==> src/hw/rtl/cfbs_pkg.sv <==
package cfbs_pkg;
    localparam int MAX_SLOTS_DEF = 32;
    localparam int MAX_BYTES_DEF = 8;
    localparam logic [2:0] ST_UPD   = 3'd0;
    localparam logic [2:0] ST_NEW   = 3'd1;
    localparam logic [2:0] ST_DROP  = 3'd2;
    localparam logic [2:0] ST_RDOK  = 3'd3;
    localparam logic [2:0] ST_RDEMP = 3'd4;
    localparam logic OP_ADD  = 1'b0;
    localparam logic OP_READ = 1'b1;

    typedef struct packed {
        logic clr_step;
        logic load;
        logic srch_step;
        logic alloc;
        logic upd_slot;
        logic byte_rd;
        logic byte_wr;
        logic out_rd;
        logic out_wr;
        logic finish;
    } t_cmd;

    typedef struct packed {
        logic clr_done;
        logic is_read;
        logic srch_hit;
        logic srch_end;
        logic full;
        logic bytes_done;
    } t_sts;
endpackage

==> src/hw/rtl/cfbs_ctrl.sv <==
module cfbs_ctrl import cfbs_pkg::*; (
    input  logic i_clk,
    input  logic i_rst_n,
    input  logic i_valid,
    output logic o_stall,
    output logic o_valid,
    input  logic i_stall,
    input  t_sts i_sts,
    output t_cmd o_cmd
);
    localparam logic [3:0] S_CLR   = 4'd0;
    localparam logic [3:0] S_IDLE  = 4'd1;
    localparam logic [3:0] S_SRCH  = 4'd2;
    localparam logic [3:0] S_SWAIT = 4'd3;
    localparam logic [3:0] S_DEC   = 4'd4;
    localparam logic [3:0] S_BRD   = 4'd5;
    localparam logic [3:0] S_BWAIT = 4'd6;
    localparam logic [3:0] S_BWR   = 4'd7;
    localparam logic [3:0] S_ORD   = 4'd8;
    localparam logic [3:0] S_OWAIT = 4'd9;
    localparam logic [3:0] S_OWR   = 4'd10;
    localparam logic [3:0] S_OUT   = 4'd11;

    logic [3:0] r_state, n_state;

    always_ff @(posedge i_clk) begin
        if (!i_rst_n) begin
            r_state <= S_CLR;
        end else begin
            r_state <= n_state;
        end
    end

    always_comb begin
        n_state = r_state;
        o_cmd   = '0;
        case (r_state)
            S_CLR: begin
                o_cmd.clr_step = 1'b1;
                if (i_sts.clr_done) n_state = S_IDLE;
            end
            S_IDLE: begin
                if (i_valid) begin
                    o_cmd.load = 1'b1;
                    n_state = S_SRCH;
                end
            end
            S_SRCH: begin
                if (i_sts.is_read) begin
                    n_state = S_ORD;
                end else if (i_sts.srch_end) begin
                    n_state = S_DEC;
                end else begin
                    o_cmd.srch_step = 1'b1;
                    n_state = S_SWAIT;
                end
            end
            S_SWAIT: begin
                if (i_sts.srch_hit) n_state = S_DEC;
                else n_state = S_SRCH;
            end
            S_DEC: begin
                if (!i_sts.srch_hit && i_sts.full) begin
                    n_state = S_OUT;
                end else begin
                    o_cmd.alloc    = !i_sts.srch_hit;
                    o_cmd.upd_slot = 1'b1;
                    n_state = S_BRD;
                end
            end
            S_BRD: begin
                if (i_sts.bytes_done) begin
                    n_state = S_ORD;
                end else begin
                    o_cmd.byte_rd = 1'b1;
                    n_state = S_BWAIT;
                end
            end
            S_BWAIT: n_state = S_BWR;
            S_BWR: begin
                o_cmd.byte_wr = 1'b1;
                n_state = S_BRD;
            end
            S_ORD: begin
                o_cmd.out_rd = 1'b1;
                n_state = S_OWAIT;
            end
            S_OWAIT: begin
                o_cmd.out_rd = 1'b1;
                n_state = S_OWR;
            end
            S_OWR: begin
                o_cmd.out_wr = 1'b1;
                n_state = S_OUT;
            end
            S_OUT: begin
                if (!i_stall) begin
                    o_cmd.finish = 1'b1;
                    n_state = S_IDLE;
                end
            end
            default: n_state = S_CLR;
        endcase
    end

    assign o_stall = (r_state != S_IDLE);
    assign o_valid = (r_state == S_OUT);
endmodule

==> config.mk <==
export PLATFORM = sky130hd
export DESIGN_NAME = cfbs_ctrl
export DESIGN_NICKNAME = d
export VERILOG_FILES = /design/src/hw/rtl/cfbs_pkg.sv /design/src/hw/rtl/cfbs_ctrl.sv
export SDC_FILE = /design/constraint.sdc
export NUM_CORES = 1
export LEC_CHECK = 0
export BUFFER_PORTS_ARGS = -buffer_cell sky130_fd_sc_hd__buf_2
export CAP_MARGIN = 20
export CORE_AREA = 4 4 41 43
export CTS_BUF_LIST = sky130_fd_sc_hd__clkbuf_2
export DETAILED_ROUTE_END_ITERATION = 10
export DIE_AREA = 0 0 45 47
export PLACE_DENSITY_LB_ADDON = 0.25
export SETUP_SLACK_MARGIN = 0.05
export SYNTH_ARGS = -nofsm -noshare
export SYNTH_HDL_FRONTEND = slang
export SYNTH_SLANG_ARGS = --single-unit
==> constraint.sdc <==
create_clock -name i_clk -period 1.2 [get_ports i_clk]
set_clock_uncertainty 0.1 [all_clocks]
set_input_delay 0.24 -clock i_clk [delete_from_list [all_inputs] [get_ports i_clk]]
set_output_delay 0.24 -clock i_clk [all_outputs]
set_load 0.05 [all_outputs]
# Yosys cells after proc, flatten, opt, wreduce, memory -nomap -nowiden
# Cells that the tools add are included.
totals:
  regBits: 4
  latchBits: 0
  ramBits: 0
  romBits: 0
  inputBits: 10
  out_inout_bits: 12
  word_cells: 45
  n_memories: 0
op_classes:
  n_addsub: 0
  mul: 0
  div: 0
  order_cmp: 0
  n_eq_ne: 15
  n_shift: 0
  muxes: 24
  bitwise_logic: 0
  reduce_logical: 5
ops:
  columns: ["op", "n"]
  rows:
  - ["4-bit case mux with 12 select lines", 1]
  - ["4-bit two-way mux", 6]
  - ["4-bit by 3-bit equality test with 1-bit output (second input constant)", 4]
  - ["4-bit equality test (second input constant)", 4]
  - ["1-bit two-way mux", 13]
  - ["4-bit by 2-bit equality test with 1-bit output (second input constant)", 2]
  - ["3-bit two-way mux", 2]
  - ["2-bit inequality test (second input constant)", 3]
  - ["4-bit by 1-bit equality test with 1-bit output (second input constant)", 1]
  - ["4-bit logical NOT", 1]
  - ["2-bit two-way mux", 2]
  - ["4-bit by 1-bit inequality test with 1-bit output (second input constant)", 1]
  - ["3-bit AND reduction", 1]
  - ["2-bit OR reduction", 1]
  - ["1-bit logical AND", 1]
  - ["1-bit logical NOT", 1]

# Logic depth before layout (Yosys ltp)
# Gate-level depths: netlist (run 1).
logic_depth:
  word_depth: 4
  depth_mapped: 6
  ltp_nobuf: 4

# Worst setup path before layout (run 1)
# OpenSTA, ideal clock, no wires.
synth_timing:
  path_type: "reg2out"
  from: "reg r_state[2]"
  to: "out o_cmd[4] in the netlist's numbering"
  arrival_time_ps: 2165
  setup_slack_ps: -1305
  stages_incl_launch_ff: 4
  n_path_buf: 1
  cell_sequence: "dfxtp_1 -> clkbuf_1 -> nand2_1 -> nor4_1"
synth_rtl:
  columns: ["item", "line_no", "text"]
  rows:
  - ["start: declaration", "cfbs_ctrl.sv:24", "logic [3:0] r_state, n_state;"]
  - ["start signal: assignment", "cfbs_ctrl.sv:30", "r_state <= n_state;"]
  - ["end: declaration", "cfbs_ctrl.sv:9", "output t_cmd o_cmd"]

==> out/metrics.cfg, run 1 <==
[sta]
min_period_over_period_pct=145
worst_slack_ns=-0.535
fin_hold_ws_ns=0.210
rsz0062_at_grt=yes
slew_violations=0
fin_crit_ns=1.74
fin_tns_setup_ns=-6.19
tightest_slew_ns=0.445
setup_violations=16
fmax_mhz=576
slew_headroom_pct=70.3
hold_violations=0

[worst_setup_path]
path_cells=nand2b_4 > or3_4 > nor3_4 > buf_6
cp.required_ns=0.86
path_depth=4
cp.buffers_inverters=1
regToRegEndpoint=r_state[2]
cpPeakStageDelay_ns=0.36
crit_family=simple AND/OR/NAND/NOR gates
path_max_fanout=4
slowest_stage=or3_4
worstSetupPathType=flop to output port
endpoint_kind=output port
worstRegToRegCells=7
reg2reg_from=r_state[1]
crit_path_start_kind=flop
worstPathArrival_ns=1.40
reg2reg_slack_ns=-0.36

[floorplanning]
rows=13
die_h_um=47
start_util_pct=34.0
core_area_um2=1300
num_io_pins=22
die_w_um=45
fp.dieArea_um2=2120

[global_routing]
grt.total_usage_pct=22.0
grt_pass1_wl_um=3380
grt_max_degree=8
gr-total-overflow=0
grt_pass1_vias=733
antenna_found_initial=0

[synthesis]
synth_seq_area_share_pct=18.1
ys_seq_elements=4
netlist_area_um2=443
avgSynthCellArea_um2=7.03
synthTopCellsByArea=dfxtp_1 (18%), nor2b_1 (7.1%), nand2_1 (5.9%)
syn-num-nets=73
postSynthCellCount=63
dominantRegCellSynth=dfxtp_1
ys_async_sr_fraction_pct=0
yosysTopAreaCellShare_pct=18.1
synth_edf_count=0
synth_top_area_cell=dfxtp_1
ys_warn_count=0
synth_cell_types=32

[worst_hold_path]
whs_endpoint=r_state[2]
worstHoldPathCells=2
hold_start=i_rst_n
hold_path_class=primary input to flop

[cells_and_area]
top_regs=r_state (4)
fillCellCount=58
largest_reg_flops=4
nets=126
postLayoutCellArea_um2=1170
diodes=0
stdcell_count=129
top_register=r_state
drive_above_1_share_pct=76.3
syn_to_final_growth_pct=164

[route]
antenna_left=0
wl_um=2370
drtPass1Iterations=4
num_vias=713
drtIter0Drc=22
vias_per_cell=5.53
drc=0
wire_per_inst_um=18.4

[power]
total_leakage_power_uw=0.000543
power_uw=1600
vdd.ir_drop.worst_uv=979
p_per_area_nw_per_um2=1370

[placement]
io_buffer_count=21
dp_hpwl_um=1170
place_area_um2=762
dp_cells=112
place_congestion=0.798

[clock_network]
clock_sinks=4
cts_tree=built
clk_pin_slew_worst_paths_ns=0.05
clkLatencyLatePin_ns=0.20
cts_buffers=3
htreeDepth=1
ctsRootBufferMaster=clkbuf_2
cts_buffer_depth=2

[run]
cap_viol_max_count=0

[run_status]
status=finished, violations left
violations=setup timing

-- layer usage --
| metal | track usage, % | vias to the layer above | part of all wire (%) |
|---|---|---|---|
| met5 | 0 | - | 0 |
| met4 | 5.85 | 0 | 1.5 |
| met3 | 1.53 | 6 | 4.3 |
| met2 | 42.1 | 32 | 56 |
| met1 | 26.4 | 339 | 38 |
| li1 | - | 336 | - |
-- worst max path at each step --
stage               startpoint       end  slack, ns
floorplan           r_state[3]  o_cmd[6]      -0.46
global placement    r_state[0]  o_cmd[6]      -0.40
detailed placement  r_state[0]  o_cmd[6]      -0.42
CTS                 r_state[0]  o_cmd[6]      -0.53
global route        r_state[0]  o_cmd[6]      -0.58
finish              r_state[0]  o_cmd[6]      -0.54
-- placed cells by master, fill, tap and decap left out, types with 2 or more instances in the layout --
cell	n
dfxtp_4	3
nor2b_1	3
nor3_4	2
nand2_1	3
a21oi_1	2
o21ai_1	2
nor4_4	2
o21a_1	2
buf_8	8
buf_6	18
nor2b_4	2
nand2b_4	2
nor3_1	2
nor2_4	4
buf_2	9
buf_4	16
clkbuf_2	3
nand2_4	4
-- power by group --
part,leakage [µW],internal (µW),switching [µW]
Sequential,0.0000352,167,35.0
Combinational,0.000496,620,660
Clock,0.0000125,67.4,54.3
Total,0.000543,854,749
-- layout make-up --
cell class / count / area [µm²] / share of cell area, %
clock buffer: 3 / 15.0 / 1.28
tap: 15 / 18.8 / 1.61
sequential: 4 / 92.6 / 7.92
timing repair buffer: 53 / 512 / 43.8
multi-input combinational: 53 / 527 / 45.1
inverter: 1 / 3.75 / 0.321
-- per-stage QoR --
| step | util (%) | setup slack, ns |
|---|---|---|
| finish | 89.8 | -0.535 |
| global route | 89.8 | -0.584 |
| CTS | 82.6 | -0.525 |
| detailed placement | 58.6 | -0.417 |
| global placement | 58.6 | -0.397 |
| floorplan | - | -0.464 |
-- cell usage after synthesis, types with 2 or more instances --
cell,count
buf_2,3
nor2b_1,5
nor3b_1,2
dfxtp_1,4
a21boi_1,2
o21a_1,2
a21oi_1,4
nor3_1,4
nor2_1,5
nand2_1,7
nand2b_1,2
or3_1,2
o21ai_0,2
-- repair_timing --
item,CTS,global route
pin swaps,6,11
hold buffers,0,0
endpoints found under the setup margin,16,16
setup buffers,12,4
resized for setup,59,17
-- logic make-up (layout without fill, tap and decap cells) --
family | after synthesis | in the layout | share of synthesized area, %
and+or+nand+nor | 34 | 34 | 45.5
AOI/OAI and AO/OA | 18 | 18 | 27.4
muxes | 1 | 1 | 2.26
DFF | 4 | 4 | 18.1
buffers and inverters | 6 | 57 | 6.78
Power figures use the tool's default switching activity.
==> inputs of run 2 (changes only) <==
- SETUP_SLACK_MARGIN: 0.05 -> 0.02
==> run 2 against run 1 <==
The run still ends with setup timing left. Combinational power fell by 8%. Setup slack got worse by 0.031 ns. Cell area fell by 4.2%. Flip-flop and latch count did not move. Sequential share of layout area barely moved. Clock power rose by 9.8%. Utilization fell by 3.7 points. Wire length fell by 7.1%. Global-route usage fell by 2.0 points. Final cell count fell by 1.6%. Largest power group unchanged.
==> out/metrics.cfg, run 2 (same netlist as run 1, synthesis figures left out) <==
[clock_network]
htreeDepth=1  ; unchanged
cts_buffer_depth=2  ; unchanged
cts_buffers=3  ; unchanged
clkLatencyLatePin_ns=0.23  ; was 0.20 ns
clock_sinks=4  ; unchanged
cts_tree=built  ; unchanged
clk_pin_slew_worst_paths_ns=0.06  ; was 0.05 ns
ctsRootBufferMaster=clkbuf_2  ; unchanged

[worst_setup_path]
worstRegToRegCells=6  ; was 7
endpoint_kind=output port  ; unchanged
path_max_fanout=4  ; unchanged
worstPathArrival_ns=1.43  ; was 1.40 ns
reg2reg_from=r_state[2]  ; was r_state[1]
worstSetupPathType=flop to output port  ; unchanged
crit_path_start_kind=flop  ; unchanged
reg2reg_slack_ns=-0.46  ; was -0.36 ns
cp.required_ns=0.86  ; about the same
regToRegEndpoint=r_state[1]  ; was r_state[2]

[run_status]
status=finished, violations left  ; unchanged
violations=setup timing  ; unchanged

[floorplanning]
core_area_um2=1300  ; unchanged
fp.dieArea_um2=2120  ; unchanged
num_io_pins=22  ; unchanged
rows=13  ; unchanged
die_h_um=47  ; unchanged
die_w_um=45  ; unchanged
start_util_pct=34.0  ; unchanged

[cells_and_area]
largest_reg_flops=4  ; unchanged
layout_commonest_cell=buf_4  ; was buf_6
syn_to_final_growth_pct=153  ; was 164%
final_cell_mix=buf_4 (19), buf_6 (16), buf_2 (9), buf_8 (6)  ; was buf_6 (18), buf_4 (16), buf_2 (9), buf_8 (8)
top_register=r_state  ; unchanged
top_regs=r_state (4)  ; unchanged
diodes=0  ; unchanged
drive_above_1_share_pct=75.9  ; was 76.3%
nets=124  ; was 126

[power]
total_leakage_power_uw=0.000505  ; was 0.000543 µW
p_per_area_nw_per_um2=1350  ; was 1370 nW/µm²
vdd.ir_drop.worst_uv=869  ; was 979 µV

[worst_hold_path]
hold_path_class=primary input to flop  ; unchanged
whs_endpoint=r_state[2]  ; unchanged
hold_start=i_rst_n  ; unchanged
worstHoldPathCells=2  ; unchanged

[route]
vias_per_cell=5.57  ; was 5.53
drc=0  ; unchanged
drtPass1Iterations=4  ; unchanged
drtIter0Drc=11  ; was 22
wire_per_inst_um=17.3  ; was 18.4 µm
num_vias=707  ; was 713
antenna_left=0  ; unchanged
wl_um=2200  ; was 2370 µm

[global_routing]
grt.total_usage_pct=20.1  ; was 22.0%
grt_pass1_wl_um=3110  ; was 3380 µm
grt_pass1_vias=701  ; was 733
grt_max_degree=13  ; was 8
antenna_found_initial=0  ; unchanged
gr-total-overflow=0  ; unchanged

[sta]
min_period_over_period_pct=147  ; was 145%
fin_tns_setup_ns=-6.41  ; was -6.19 ns
fin_crit_ns=1.77  ; was 1.74 ns
fmax_mhz=566  ; was 576 MHz
fin_hold_ws_ns=0.175  ; was 0.210 ns
slew_headroom_pct=64.9  ; was 70.3%
worst_slack_ns=-0.566  ; was -0.535 ns
setup_violations=16  ; unchanged
tightest_slew_ns=0.525  ; was 0.445 ns
slew_violations=0  ; unchanged
hold_violations=0  ; unchanged
rsz0062_at_grt=yes  ; unchanged

[placement]
place_congestion=0.758  ; was 0.798
io_buffer_count=21  ; unchanged
dp_hpwl_um=1120  ; was 1170 µm

[run]
cap_viol_max_count=0  ; unchanged

[run 2: how the worst max path moves through the flow]
stage,start,endpoint,cells past startpoint
after CTS,r_state[0],o_cmd[6],4
after global placement,r_state[0],o_cmd[6],4
after detailed placement,r_state[0],o_cmd[6],4
after global routing,r_state[0],o_cmd[6],4
after floorplan,r_state[3],o_cmd[6],3
final,r_state[0],o_cmd[6],4
[run 2: area by class of cell]
| cell class | count | area, µm² |
|---|---|---|
| clock buffer | 3 | 15.0 |
| fill | 68 | 181 |
| multi-input combinational | 53 | 515 |
| sequential | 4 | 88.8 |
| timing repair buffer | 51 | 478 |
| inverter | 1 | 3.75 |
| tap | 15 | 18.8 |
[run 2: timing repair]
item,in CTS,in global routing
hold buffers,0,0
endpoints found under the setup margin,16,16
setup buffers,9,7
pin swaps,8,5
gates resized for setup,44,18
[run 2: through the flow]
step / instances / area, µm² / power [µW] / utilization, % / setup WS, ns
finish: 127 / 1120 / 1510 / 86.1 / -0.566
global route: 127 / 1120 / 1590 / 86.1 / -0.593
CTS: 121 / 981 / 1400 / 75.4 / -0.535
detailed placement: 110 / 747 / 951 / 57.4 / -0.407
global placement: 110 / 747 / 940 / 57.4 / -0.393
floorplan: 63 / 552 / 750 / - / -0.464
[run 2: critical path, stage by stage (launching register included)]
cell	delay (ns)
dfxtp_2	0.34
nand2b_4	0.14
or3_4	0.36
nor3_4	0.18
buf_6	0.18
[run 2: power breakdown]
group	internal, µW	switching [µW]	leakage (µW)	total, µW
clock network	67.4	66.9	0.0000125	134
registers	164	38.9	0.0000345	203
logic	556	620	0.000458	1180
total	787	726	0.000505	1510
[run 2: routing by layer]
| metal | vias to the layer above | GRT usage (%) | routed length [µm] |
|---|---|---|---|
| met1 | 353 | 22.3 | 909 |
| met4 | 0 | 8.19 | 34 |
| met2 | 20 | 37.3 | 1210 |
| met3 | 4 | 3.83 | 48 |
| met5 | - | 0 | 0 |
| li1 | 330 | - | - |
==> inputs of run 3 (changes only) <==
- ABC_AREA: default -> 1
==> run 3 against run 2 <==
The run still ends with setup timing left. Sequential power increased by 45%. Area after synthesis decreased by 2.3%. Via count is 5.1% higher. Flip-flop and latch count is the same. Critical path depth increased by 2. Synthesized cell count rose by 22%. Setup slack gained 0.16 ns. First-iteration DRC count grew 36%. Critical path type unchanged. Maximum frequency up 9.8%.
==> out/metrics.cfg, run 3 <==
[cells_and_area]
nets=136  ; was 124
layout_commonest_cell=buf_4  ; unchanged
largest_reg_flops=4  ; unchanged
drive_above_1_share_pct=72.0  ; was 75.9%
diodes=0  ; unchanged
final_core_util_pct=87.3  ; was 86.1%
fillCellCount=67  ; was 68
top_regs=r_state (4)  ; unchanged
syn_to_final_growth_pct=162  ; was 153%
top_register=r_state  ; unchanged
final_cell_mix=buf_4 (14), nor2_4 (11), buf_6 (11), buf_2 (9)  ; was buf_4 (19), buf_6 (16), buf_2 (9), buf_8 (6)

[sta]
rsz0062_at_grt=yes  ; unchanged
min_period_over_period_pct=134  ; was 147%
tightest_slew_ns=0.205  ; was 0.525 ns
slew_headroom_pct=86.2  ; was 64.9%
worst_slack_ns=-0.408  ; was -0.566 ns
fmax_mhz=622  ; was 566 MHz
fin_crit_ns=1.61  ; was 1.77 ns
hold_violations=0  ; unchanged
setup_violations=16  ; unchanged
slew_violations=0  ; unchanged

[worst_setup_path]
worstPathArrival_ns=1.27  ; was 1.43 ns
cp.required_ns=0.86  ; about the same
path_cells=inv_4 > nand2_4 > nor2_2 > o21ai_2 > inv_2 > buf_8  ; was nand2b_4 > or3_4 > nor3_4 > buf_6
path_depth=6  ; was 4
path_max_fanout=5  ; was 4
worstSetupPathType=flop to output port  ; unchanged
cpPeakStageDelay_ns=0.40  ; was 0.36 ns
cp-startpoint=r_state[3]  ; was r_state[0]
slowest_stage=dfxtp_4  ; was or3_4
endpoint_kind=output port  ; unchanged
crit_path_start_kind=flop  ; unchanged
crit_family=flip-flops  ; was simple AND/OR/NAND/NOR gates
worstRegToRegCells=9  ; was 6
reg2reg_from=r_state[3]  ; was r_state[2]
cp.buffers_inverters=3  ; was 1

[clock_network]
cts_tree=built  ; unchanged
cts_buffers=3  ; unchanged
postCtsHoldBufs=0  ; unchanged
clkLatencyLatePin_ns=0.23  ; about the same
clock_sinks=4  ; unchanged
htreeDepth=1  ; unchanged
clk_pin_slew_worst_paths_ns=0.06  ; about the same
ctsRootBufferMaster=clkbuf_2  ; unchanged
cts_buffer_depth=2  ; unchanged

[run]
cap_viol_max_count=0  ; unchanged

[synthesis]
synthTopCellsByArea=dfxtp_1 (18%), nor2_1 (15%), nand2_1 (10%)  ; was dfxtp_1 (18%), nor2b_1 (7.1%), nand2_1 (5.9%)
ys_seq_elements=4  ; unchanged
dominantRegCellSynth=dfxtp_1  ; unchanged
synth_seq_area_share_pct=18.5  ; was 18.1%
synth_top_area_cell=dfxtp_1  ; unchanged
syn-num-nets=87  ; was 73
ys_top_cells_by_count=nor2_1 (17), nand2_1 (12), inv_1 (9)  ; was nand2_1 (7), nor2_1 (5), nor2b_1 (5)
ys_async_sr_fraction_pct=0  ; unchanged
postSynthCellCount=77  ; was 63
ys_warn_count=0  ; unchanged
netlist_area_um2=433  ; was 443 µm²
synth.most_common_cell=nor2_1  ; was nand2_1
synth_cell_types=22  ; was 32
avgSynthCellArea_um2=5.62  ; was 7.03 µm²
yosysTopAreaCellShare_pct=18.5  ; was 18.1%
synth_edf_count=0  ; unchanged

[global_routing]
antenna_found_initial=0  ; unchanged
grt_pass1_wl_um=2920  ; was 3110 µm
met2_usage_pct=39.3  ; was 37.3%
grt_pass1_vias=663  ; was 701
grt_use_met3_pct=4.60  ; was 3.83%
grt_max_degree=7  ; was 13
gr-usage-met1_pct=20.5  ; was 22.3%
top_usage_layer=met2  ; unchanged
grt.total_usage_pct=19.6  ; was 20.1%
gr-total-overflow=0  ; unchanged

[floorplanning]
core_area_um2=1300  ; unchanged
start_util_pct=33.3  ; was 34.0%
die_w_um=45  ; unchanged
rows=13  ; unchanged
fp.dieArea_um2=2120  ; unchanged
die_h_um=47  ; unchanged
num_io_pins=22  ; unchanged

[route]
drtPass1Iterations=5  ; was 4
antenna_left=0  ; unchanged
drtIter0Drc=15  ; was 11
wl_um=2240  ; was 2200 µm
drc=0  ; unchanged
num_vias=743  ; was 707
vias_per_cell=5.31  ; was 5.57
wire_per_inst_um=16.0  ; was 17.3 µm

[worst_hold_path]
hold_path_class=primary input to flop  ; unchanged
hold_start=i_rst_n  ; unchanged
worstHoldPathCells=3  ; was 2

[placement]
dp_hpwl_um=1230  ; was 1120 µm
place_congestion=0.850  ; was 0.758
io_buffer_count=21  ; unchanged

[power]
power_uw=2290  ; was 1510 µW
p_per_area_nw_per_um2=2020  ; was 1350 nW/µm²
vdd.ir_drop.worst_uv=1680  ; was 869 µV
total_leakage_power_uw=0.000503  ; was 0.000505 µW

[run_status]
status=finished, violations left  ; unchanged
violations=setup timing  ; unchanged

-- run 3: cell types whose count changed after synthesis, sizes merged, moves of 2 or more --
cell    change
nor3b       -2
nand2b      -2
nor2b       -5
nor2       +15
nor3        -2
nand2      +11
or3         -2
inv        +11
a21boi      -2
buf         -4
nand3       +6
o21a        -2
-- run 3: repair_timing --
item                       CTS  global route
setup buffers                4             5
gates cloned                 0             0
gates resized for setup     37            23
pin swaps                    4            10
setup endpoints to repair   16            16
-- run 3: cell families after synthesis --
group / Yosys count / share of synthesized area [%]
and+or+nand+nor: 50 / 55.8
buffers and inverters: 13 / 11.3
AOI/OAI and AO/OA: 10 / 14.5
DFF: 4 / 18.5
-- run 3: worst paths after layout --
path	to	slack, ns
setup / recovery	o_cmd[5]	-0.41
hold / removal	r_state[0]	0.21
hold reg to reg	r_state[0]	0.60
setup reg to reg	r_state[2]	-0.28
-- run 3: layout make-up --
type | count | area (µm²) | area share (%)
repair buffers | 44 | 439 | 38.7
multi-input cells | 60 | 495 | 43.6
flip-flops and latches | 4 | 95.1 | 8.37
well taps | 15 | 18.8 | 1.65
clock buffers | 4 | 20.0 | 1.76
inverters | 13 | 67.6 | 5.95
-- run 3: metal layers --
metal / up-vias / routed length (µm)
met1: 348 / 778
met3: 11 / 142
met4: 0 / 83
met2: 38 / 1240
li1: 346 / -
met5: - / 0
-- run 3: worst min-delay path: stages --
cell and delay, ns:
buf_2 0.07, inv_1 0.08, a21oi_2 0.11
-- run 3: metrics by stage --
step / cell area (µm²) / cells / hold slack (ns) / TNS (ns) / worst slack [ns]
after global routing: 1140 / 140 / 0.222 / -5.12 / -0.442
after detailed placement: 817 / 128 / 0.413 / -2.08 / -0.224
after CTS: 988 / 136 / 0.208 / -3.79 / -0.344
final: 1140 / 140 / 0.209 / -4.53 / -0.408
after global placement: 817 / 128 / 0.410 / -1.82 / -0.202
after floorplan: 568 / 77 / 0.298 / -1.70 / -0.279
-- run 3: power by group --
part | internal [µW] | switching [µW]
registers | 192 | 102
logic | 832 | 1000
clock network | 88.3 | 78.1
